File: src/hw/rtl/hpp_pkg.sv
// ----------------------------------------------------------------------------
// hpp_pkg
// Types, constants and codes shared by the header parser modules.
// ----------------------------------------------------------------------------
package hpp_pkg;

    localparam int BYTE_W     = 8;
    localparam int STATUS_W   = 2;
    localparam int VERSION_W  = 32;
    localparam int CODE_W     = 24;
    localparam int BODY_LEN_W = 17;
    localparam int HDR_LEN_W  = 16;
    localparam int COUNT_W    = 3;

    localparam int RESULT_W   = STATUS_W + VERSION_W + CODE_W + BODY_LEN_W + HDR_LEN_W;
    localparam int TDATA_O_W  = ((RESULT_W + 7) / 8) * 8;

    localparam logic [BYTE_W-1:0]     SEP_CHAR   = 8'h7C;
    localparam logic [BYTE_W-1:0]     DIGIT_LO   = 8'h30;
    localparam logic [BYTE_W-1:0]     DIGIT_HI   = 8'h39;
    localparam logic [COUNT_W-1:0]    CODE_BYTES = 3'd3;
    localparam logic [COUNT_W-1:0]    LEN_DIGITS = 3'd5;
    localparam logic [COUNT_W-1:0]    COUNT_SAT  = 3'd7;
    localparam logic [HDR_LEN_W-1:0]  BYTES_SAT  = 16'hFFFF;
    localparam logic [BODY_LEN_W-1:0] MAX_LEN_RESET = 17'd99999;
    localparam logic [HDR_LEN_W-1:0]  MIN_HDR_LEN   = 16'd8;

    localparam logic [STATUS_W-1:0] ST_INCOMPLETE = 2'd0;
    localparam logic [STATUS_W-1:0] ST_COMPLETE   = 2'd1;
    localparam logic [STATUS_W-1:0] ST_INVALID    = 2'd2;
    localparam logic [STATUS_W-1:0] ST_UNUSED     = 2'd3;

    typedef enum logic [4:0] {
        PH_VERSION = 5'b00001,
        PH_CODE    = 5'b00010,
        PH_LENGTH  = 5'b00100,
        PH_DONE    = 5'b01000,
        PH_BAD     = 5'b10000
    } t_phase;

    typedef struct packed {
        logic [BYTE_W-1:0] data_byte;
        logic              start;
    } t_in_item;

    typedef struct packed {
        logic [HDR_LEN_W-1:0]  header_length;
        logic [BODY_LEN_W-1:0] body_length;
        logic [CODE_W-1:0]     message_code;
        logic [VERSION_W-1:0]  version;
        logic [STATUS_W-1:0]   status;
    } t_result;

    typedef struct packed {
        t_phase                phase;
        logic [VERSION_W-1:0]  ver_acc;
        logic [CODE_W-1:0]     code;
        logic [BODY_LEN_W-1:0] len_acc;
        logic [COUNT_W-1:0]    count;
        logic                  err;
        logic [HDR_LEN_W-1:0]  bytes_seen;
    } t_parse_state;

    localparam t_parse_state CLEAR_STATE = '{
        phase:      PH_VERSION,
        ver_acc:    '0,
        code:       '0,
        len_acc:    '0,
        count:      '0,
        err:        1'b0,
        bytes_seen: '0
    };

endpackage

File: src/hw/rtl/pipe_delimited_header_parser_core.sv
// ----------------------------------------------------------------------------
// pipe_delimited_header_parser_core
// Path: a byte accepted into the input register is parsed and its status is
// loaded into the result register on the master side.
// Throughput: one byte per cycle while the master side takes results; the parser state update is a single step.
// A stalled master side holds the result register and back-pressures input.
// Reset (synchronous, active low) clears the parse state and sets the
// maximum body length to 99999; no clearing pass is needed.
// ----------------------------------------------------------------------------
module pipe_delimited_header_parser_core
    import hpp_pkg::*;
(
    input  logic                  i_clk,
    input  logic                  i_rst_n,
    input  logic                  s_axis_tvalid,
    output logic                  s_axis_tready,
    input  logic [BYTE_W-1:0]     s_axis_tdata,   // data_byte
    input  logic                  s_axis_tuser,   // start_of_header
    output logic                  m_axis_tvalid,
    input  logic                  m_axis_tready,
    // status, version, message_code, body_length, header_length, zero pad
    output logic [TDATA_O_W-1:0]  m_axis_tdata,
    input  logic                  i_cfg_valid,
    output logic                  o_cfg_ready,
    input  logic [BODY_LEN_W-1:0] i_cfg_data      // max_body_length
);

    logic [BODY_LEN_W-1:0] r_max_len;
    t_in_item              in_item;
    t_in_item              stage_item;
    logic                  stage_valid;
    logic                  load_ready;
    logic                  advance;
    t_result               step_result;
    t_result               out_result;

    assign o_cfg_ready = 1'b1;

    always_ff @(posedge i_clk) begin
        if (!i_rst_n) begin
            r_max_len <= MAX_LEN_RESET;
        end else if (i_cfg_valid && o_cfg_ready) begin
            r_max_len <= i_cfg_data;
        end
    end

    assign in_item.data_byte = s_axis_tdata;
    assign in_item.start     = s_axis_tuser;
    assign advance           = stage_valid && load_ready;

    hpp_in_stage u_in_stage (
        .i_clk     (i_clk),
        .i_rst_n   (i_rst_n),
        .i_valid   (s_axis_tvalid),
        .o_ready   (s_axis_tready),
        .i_item    (in_item),
        .i_advance (advance),
        .o_valid   (stage_valid),
        .o_item    (stage_item)
    );

    hpp_parse_core u_parse_core (
        .i_clk     (i_clk),
        .i_rst_n   (i_rst_n),
        .i_advance (advance),
        .i_item    (stage_item),
        .i_max_len (r_max_len),
        .o_result  (step_result)
    );

    hpp_out_stage u_out_stage (
        .i_clk        (i_clk),
        .i_rst_n      (i_rst_n),
        .i_load       (advance),
        .i_result     (step_result),
        .o_load_ready (load_ready),
        .o_valid      (m_axis_tvalid),
        .i_ready      (m_axis_tready),
        .o_result     (out_result)
    );

    assign m_axis_tdata = {{(TDATA_O_W-RESULT_W){1'b0}}, out_result};

endmodule

File: src/hw/rtl/hpp_in_stage.sv
// ----------------------------------------------------------------------------
// hpp_in_stage
// Input register for header bytes; holds one item until the parser takes it.
// ----------------------------------------------------------------------------
module hpp_in_stage
    import hpp_pkg::*;
(
    input  logic     i_clk,
    input  logic     i_rst_n,
    input  logic     i_valid,
    output logic     o_ready,
    input  t_in_item i_item,
    input  logic     i_advance,
    output logic     o_valid,
    output t_in_item o_item
);

    logic     r_valid;
    t_in_item r_item;

    assign o_ready = !r_valid || i_advance;
    assign o_valid = r_valid;
    assign o_item  = r_item;

    always_ff @(posedge i_clk) begin
        if (!i_rst_n) begin
            r_valid <= 1'b0;
        end else if (i_valid && o_ready) begin
            r_valid <= 1'b1;
        end else if (i_advance) begin
            r_valid <= 1'b0;
        end
    end

    always_ff @(posedge i_clk) begin
        if (i_valid && o_ready) begin
            r_item <= i_item;
        end
    end

endmodule

File: src/hw/rtl/hpp_parse_core.sv
// ----------------------------------------------------------------------------
// hpp_parse_core
// Parser state and the per-byte update: field accumulation, separator checks
// and the status for the prefix seen so far.
// ----------------------------------------------------------------------------
module hpp_parse_core
    import hpp_pkg::*;
(
    input  logic                  i_clk,
    input  logic                  i_rst_n,
    input  logic                  i_advance,
    input  t_in_item              i_item,
    input  logic [BODY_LEN_W-1:0] i_max_len,
    output t_result               o_result
);

    t_parse_state r_st;
    t_parse_state n_st;

    always_comb begin
        t_parse_state     cur;
        logic             is_sep;
        logic             is_digit;
        logic             bad;
        t_phase           nxt_phase;
        logic [3:0]       digit;
        logic [VERSION_W+3:0]  ver_next;
        logic [BODY_LEN_W+3:0] len_next;
        logic [BYTE_W-1:0] b;

        b   = i_item.data_byte;
        cur = i_item.start ? CLEAR_STATE : r_st;
        n_st = cur;

        is_sep   = (b == SEP_CHAR);
        is_digit = (b >= DIGIT_LO) && (b <= DIGIT_HI);
        digit    = b[3:0];
        ver_next = ({4'b0, cur.ver_acc} << 3) + ({4'b0, cur.ver_acc} << 1)
                 + {{VERSION_W{1'b0}}, digit};
        len_next = ({4'b0, cur.len_acc} << 3) + ({4'b0, cur.len_acc} << 1)
                 + {{BODY_LEN_W{1'b0}}, digit};
        bad       = 1'b0;
        nxt_phase = PH_BAD;

        if (cur.phase == PH_VERSION || cur.phase == PH_CODE || cur.phase == PH_LENGTH) begin
            if (cur.bytes_seen != BYTES_SAT) begin
                n_st.bytes_seen = cur.bytes_seen + 16'd1;
            end
            if (is_sep) begin
                case (cur.phase)
                    PH_VERSION: begin
                        bad       = (cur.count == '0);
                        nxt_phase = PH_CODE;
                    end
                    PH_CODE: begin
                        bad       = (cur.count != CODE_BYTES);
                        nxt_phase = PH_LENGTH;
                    end
                    PH_LENGTH: begin
                        bad       = (cur.count == '0) || (cur.count > LEN_DIGITS);
                        nxt_phase = PH_DONE;
                    end
                    default: begin
                        bad       = 1'b1;
                        nxt_phase = PH_BAD;
                    end
                endcase
                n_st.phase = (bad || cur.err) ? PH_BAD : nxt_phase;
                n_st.count = '0;
                n_st.err   = 1'b0;
            end else begin
                case (cur.phase)
                    PH_VERSION: begin
                        if (!is_digit) begin
                            n_st.err = 1'b1;
                        end else if (!cur.err) begin
                            if (ver_next[VERSION_W+3:VERSION_W] != 4'd0) begin
                                n_st.err = 1'b1;
                            end else begin
                                n_st.ver_acc = ver_next[VERSION_W-1:0];
                            end
                        end
                    end
                    PH_CODE: begin
                        if (cur.count < CODE_BYTES) begin
                            n_st.code = {cur.code[CODE_W-BYTE_W-1:0], b};
                        end
                    end
                    PH_LENGTH: begin
                        if (!is_digit) begin
                            n_st.err = 1'b1;
                        end else if (!cur.err) begin
                            if (len_next > {4'b0, i_max_len}) begin
                                n_st.err = 1'b1;
                            end else begin
                                n_st.len_acc = len_next[BODY_LEN_W-1:0];
                            end
                        end
                    end
                    default: begin
                        n_st.err = cur.err;
                    end
                endcase
                if (cur.count != COUNT_SAT) begin
                    n_st.count = cur.count + 3'd1;
                end
            end
        end

        if (n_st.phase == PH_DONE) begin
            o_result.status        = ST_COMPLETE;
            o_result.version       = n_st.ver_acc;
            o_result.message_code  = n_st.code;
            o_result.body_length   = n_st.len_acc;
            o_result.header_length = n_st.bytes_seen;
        end else begin
            o_result.status        = (n_st.phase == PH_BAD) ? ST_INVALID : ST_INCOMPLETE;
            o_result.version       = '0;
            o_result.message_code  = '0;
            o_result.body_length   = '0;
            o_result.header_length = '0;
        end
    end

    always_ff @(posedge i_clk) begin
        if (!i_rst_n) begin
            r_st <= CLEAR_STATE;
        end else if (i_advance) begin
            r_st <= n_st;
        end
    end

endmodule

File: src/hw/rtl/hpp_out_stage.sv
// ----------------------------------------------------------------------------
// hpp_out_stage
// Result register on the master side; loads a new result when empty or while
// the old one is being taken.
// ----------------------------------------------------------------------------
module hpp_out_stage
    import hpp_pkg::*;
(
    input  logic    i_clk,
    input  logic    i_rst_n,
    input  logic    i_load,
    input  t_result i_result,
    output logic    o_load_ready,
    output logic    o_valid,
    input  logic    i_ready,
    output t_result o_result
);

    logic    r_valid;
    t_result r_result;

    assign o_load_ready = !r_valid || i_ready;
    assign o_valid      = r_valid;
    assign o_result     = r_result;

    always_ff @(posedge i_clk) begin
        if (!i_rst_n) begin
            r_valid <= 1'b0;
        end else if (i_load) begin
            r_valid <= 1'b1;
        end else if (i_ready) begin
            r_valid <= 1'b0;
        end
    end

    always_ff @(posedge i_clk) begin
        if (i_load) begin
            r_result <= i_result;
        end
    end

endmodule

File: config.mk
export PLATFORM = sky130hd
export DESIGN_NAME = pipe_delimited_header_parser_core
export DESIGN_NICKNAME = d
export VERILOG_FILES = /design/src/hw/rtl/hpp_pkg.sv /design/src/hw/rtl/pipe_delimited_header_parser_core.sv /design/src/hw/rtl/hpp_in_stage.sv /design/src/hw/rtl/hpp_parse_core.sv /design/src/hw/rtl/hpp_out_stage.sv
export SDC_FILE = /design/constraint.sdc
export NUM_CORES = 1
export LEC_CHECK = 0
export BUFFER_PORTS_ARGS = -buffer_cell sky130_fd_sc_hd__buf_2
export CAP_MARGIN = 20
export CORE_AREA = 2 2 198 200
export DETAILED_ROUTE_END_ITERATION = 6
export DIE_AREA = 0 0 200 202
export HOLD_SLACK_MARGIN = 0.08
export SETUP_SLACK_MARGIN = 0.02
export SYNTH_ARGS = -nofsm -noshare
export SYNTH_HDL_FRONTEND = slang
export SYNTH_SLANG_ARGS = --single-unit
export TNS_END_PERCENT = 50
File: constraint.sdc
create_clock -name i_clk -period 7 [get_ports i_clk]
set_input_delay 0.35 -clock i_clk [delete_from_list [all_inputs] [get_ports i_clk]]
set_output_delay 0.35 -clock i_clk [all_outputs]
set_load 0.02 [all_outputs]
==> results.yml <==
synth:
  ys.flop_type: "dfxtp_1"
  ys_ff_latch: 217
  ys_seq_area_frac: 0.417
  avgSynthCellArea_sq_um: 9.55
  synthesis.area_sq_um: 12800
  synth_edf_count: 100
  async_flop_share: 0
  yosys_warnings: 0
  synthDistinctLibCells: 79
  synth_cells: 1342
place:
  place_congestion: 0.856
  port-buffer-count: 123
  hpwl_um: 23200
  place_area_sq_um: 13900
floorplan:
  rows: 72
  dieArea_sq_um: 40400
  coreArea_sq_um: 38300
  die_h_um: 202
  start_util: 0.335
  die_x_um: 200
  ios: 130
layout:
  most-common-layout-cells: "nor2_1, buf_2, dfxtp_1"
  drive_gt1_frac: 0.140
  final_common_cell: "nor2_1"
  fin_area_sq_um: 15200
  fin_nets: 1617
  areaGrowthSynthToFinish_pct: 18.5
cts:
  path_clk_slew_ns: 0.06
  cts_max_level: 1
  clockBufferDepth: 3
  tritoncts_num_sinks: 217
  cts_tree: "done"
  cts_buffers: 27
  clk_latency_ns: 0.56
  cts_root_buf: "clkbuf_16"
critical_path:
  timing_worst_setup_path_type: "flip-flop to flip-flop"
  cp-end-kind: "flip-flop"
  rrSetupSlack_ns: 0.80
  arrival_ns: 6.48
  regToRegEndpoint: "u_out_stage.o_result[71]"
  critical_path_peak_fanout: 15
  required_ns: 7.28
  rr_worst_depth: 21
  reg2reg_from: "u_in_stage.o_item[0]"
  critPathLaunchType: "flip-flop"
sta:
  clock_skew_ns: 0.0175
  min_period_ns: 6.20
  worst_pin_slew_ns: 0.929
  rsz0062_at_grt: "no"
  setup_viol: 0
  timing.slew.headroom: 0.381
  hold_viol: 0
  drv_slew: 0
  finalSetupTns_ns: 0
  hold_slack_ns: 0.119
  period_share: 0.886
  fmaxAchievable_mhz: 161
min_path:
  hold_depth: 4
  min_to: "u_out_stage.o_valid"
  hp-class: "input port to flip-flop"
  min_from: "m_axis_tready"
route:
  avgRoutedWirePerCell_um: 16.4
  firstDrtPassIters: 5
  vias: 10300
  drt_iter0_drc: 595
  wl_um: 32800
  routed_via_density: 5.12
  drc: 0
  ant_nets: 0
power:
  ir_worst_vdd_v: 0.000154
  p_leak_nw: 6.38
  power.density_nw_per_um2: 205
global_route:
  track_usage: 0.160
  antenna_found_initial: 1
  grt_pass1_vias: 9978
  grt_pass1_wl_um: 51900
  grt_max_degree: 74
  overflow: 0
run_status:
  outcome: "finished clean"
run:
  drv_cap: 0
## Yosys cell counts, types with 3 or more instances
cell / n / area [sq um]
edfxtp_1: 100 / 3000
and3_1: 7 / 43.8
a21o_1: 37 / 278
buf_2: 8 / 40.0
o31ai_1: 3 / 22.5
a211oi_1: 5 / 37.5
and2_1: 45 / 282
nand3b_1: 5 / 37.5
nor2_1: 149 / 559
inv_1: 38 / 143
a31oi_1: 11 / 68.8
nand3_1: 25 / 125
o21ai_1: 3 / 15.0
nand2_1: 80 / 300
a211o_1: 6 / 52.6
dfxtp_1: 117 / 2340
buf_4: 7 / 52.6
ha_1: 116 / 1450
or2_2: 4 / 25.0
a2111oi_0: 3 / 26.3
a22oi_1: 30 / 225
nor3b_1: 8 / 60.1
o211ai_1: 15 / 113
xnor2_1: 34 / 298
or3_1: 6 / 37.5
a22o_1: 38 / 333
o21bai_1: 4 / 30.0
mux2i_1: 34 / 340
nand4_1: 17 / 106
o21ai_0: 42 / 210
nor4_1: 7 / 43.8
fa_1: 3 / 60.1
xor2_1: 22 / 193
o21a_1: 12 / 90.1
a21oi_1: 106 / 531
nor2b_1: 59 / 369
nor4b_1: 3 / 26.3
nor3_1: 23 / 115
o22ai_1: 3 / 18.8
nand2b_1: 6 / 37.5
clkbuf_1: 53 / 199
## worst max-delay path: stages (launching register included)
cell	delay (ns)
edfxtp_1	0.69
inv_1	0.13
nand2_1	0.12
inv_1	0.09
ha_1	0.29
ha_1	0.23
fa_1	0.41
a21o_1	0.23
a311o_1	0.37
a221o_1	0.41
a21o_1	0.21
a21oi_1	0.17
xnor2_1	0.19
ha_1	0.31
a21o_1	0.16
a21o_1	0.17
a21oi_1	0.18
o311ai_0	0.15
o21a_1	0.26
or4b_1	0.77
mux2i_1	0.32
nor2_1	0.07
## timing repair
| item | in CTS | in global routing |
|---|---|---|
| resized for setup | 0 | 0 |
| setup buffers | 0 | 0 |
| hold buffers | 27 | 0 |
| endpoints found under the hold margin | 27 | 0 |
## power by group
| group | switching (mW) | internal (mW) | leakage [nW] |
|---|---|---|---|
| combinational | 0.137 | 0.0660 | 4.05 |
| sequential | 0.0205 | 1.36 | 1.85 |
| clock | 0.583 | 0.943 | 0.480 |
## routing by layer
layer	global-route usage	up-vias	wire, um
li1	-	5138	-
met1	0.208	4887	14800
met2	0.270	196	15700
met3	0.0202	54	1360
met4	0.0614	0	1050
met5	0	-	0
## sequential cells by signal, indices dropped and copies added, names as in the netlist
signal and count:
u_parse_core.r_st 98, u_out_stage.o_result 91, u_in_stage.o_valid 1, r_max_len 17, u_out_stage.o_valid 1, u_in_stage.o_item 9
## cells by family (layout without fill, tap and decap cells)
group | Yosys count | after routing | synth area share
multiplexers | 34 | 34 | 0.0266
adder cells (fa/ha/maj) | 119 | 119 | 0.118
XOR/XNOR | 57 | 57 | 0.0396
other | 2 | 7 | 0.000586
flip-flops | 217 | 217 | 0.417
AO/OA/AOI/OAI | 344 | 344 | 0.180
buffers and inverters | 112 | 254 | 0.0369
AND/OR/NAND/NOR | 457 | 457 | 0.181
## metrics by stage
step                 util  instances  worst slack (ns)  power (mW)
floorplan               -       1346             0.929        1.53
global placement    0.363       1927              1.07        1.60
detailed placement  0.363       1928             0.890        1.60
CTS                 0.396       2005             0.856        3.15
global route        0.397       2007             0.432        3.23
finish              0.397       2007             0.801        3.11
## how the worst max path moves through the flow
stage	depth (start not counted)	startpoint	slack, ns	to
2_1_floorplan	24	u_in_stage.o_item[0]	0.93	u_parse_core.r_st[24]
3_3_place_gp	21	u_in_stage.o_item[0]	1.07	u_out_stage.o_result[72]
3_5_place_dp	21	u_in_stage.o_item[0]	0.89	u_out_stage.o_result[71]
4_1_cts	21	u_in_stage.o_item[0]	0.86	u_out_stage.o_result[71]
5_1_grt	21	u_in_stage.o_item[0]	0.43	u_parse_core.r_st[31]
6_report	21	u_in_stage.o_item[0]	0.80	u_out_stage.o_result[71]
## cell type report
cell class / instances / area, sq um
repair buffers: 165 / 1010
diodes: 1 / 2.50
multi-input cells: 1017 / 7040
fillers: 3834 / 23100
clock buffers: 32 / 736
clock inverters: 18 / 249
flip-flops and latches: 217 / 5350
inverters: 39 / 149
well taps: 518 / 648
Power figures use the tool's default switching activity.
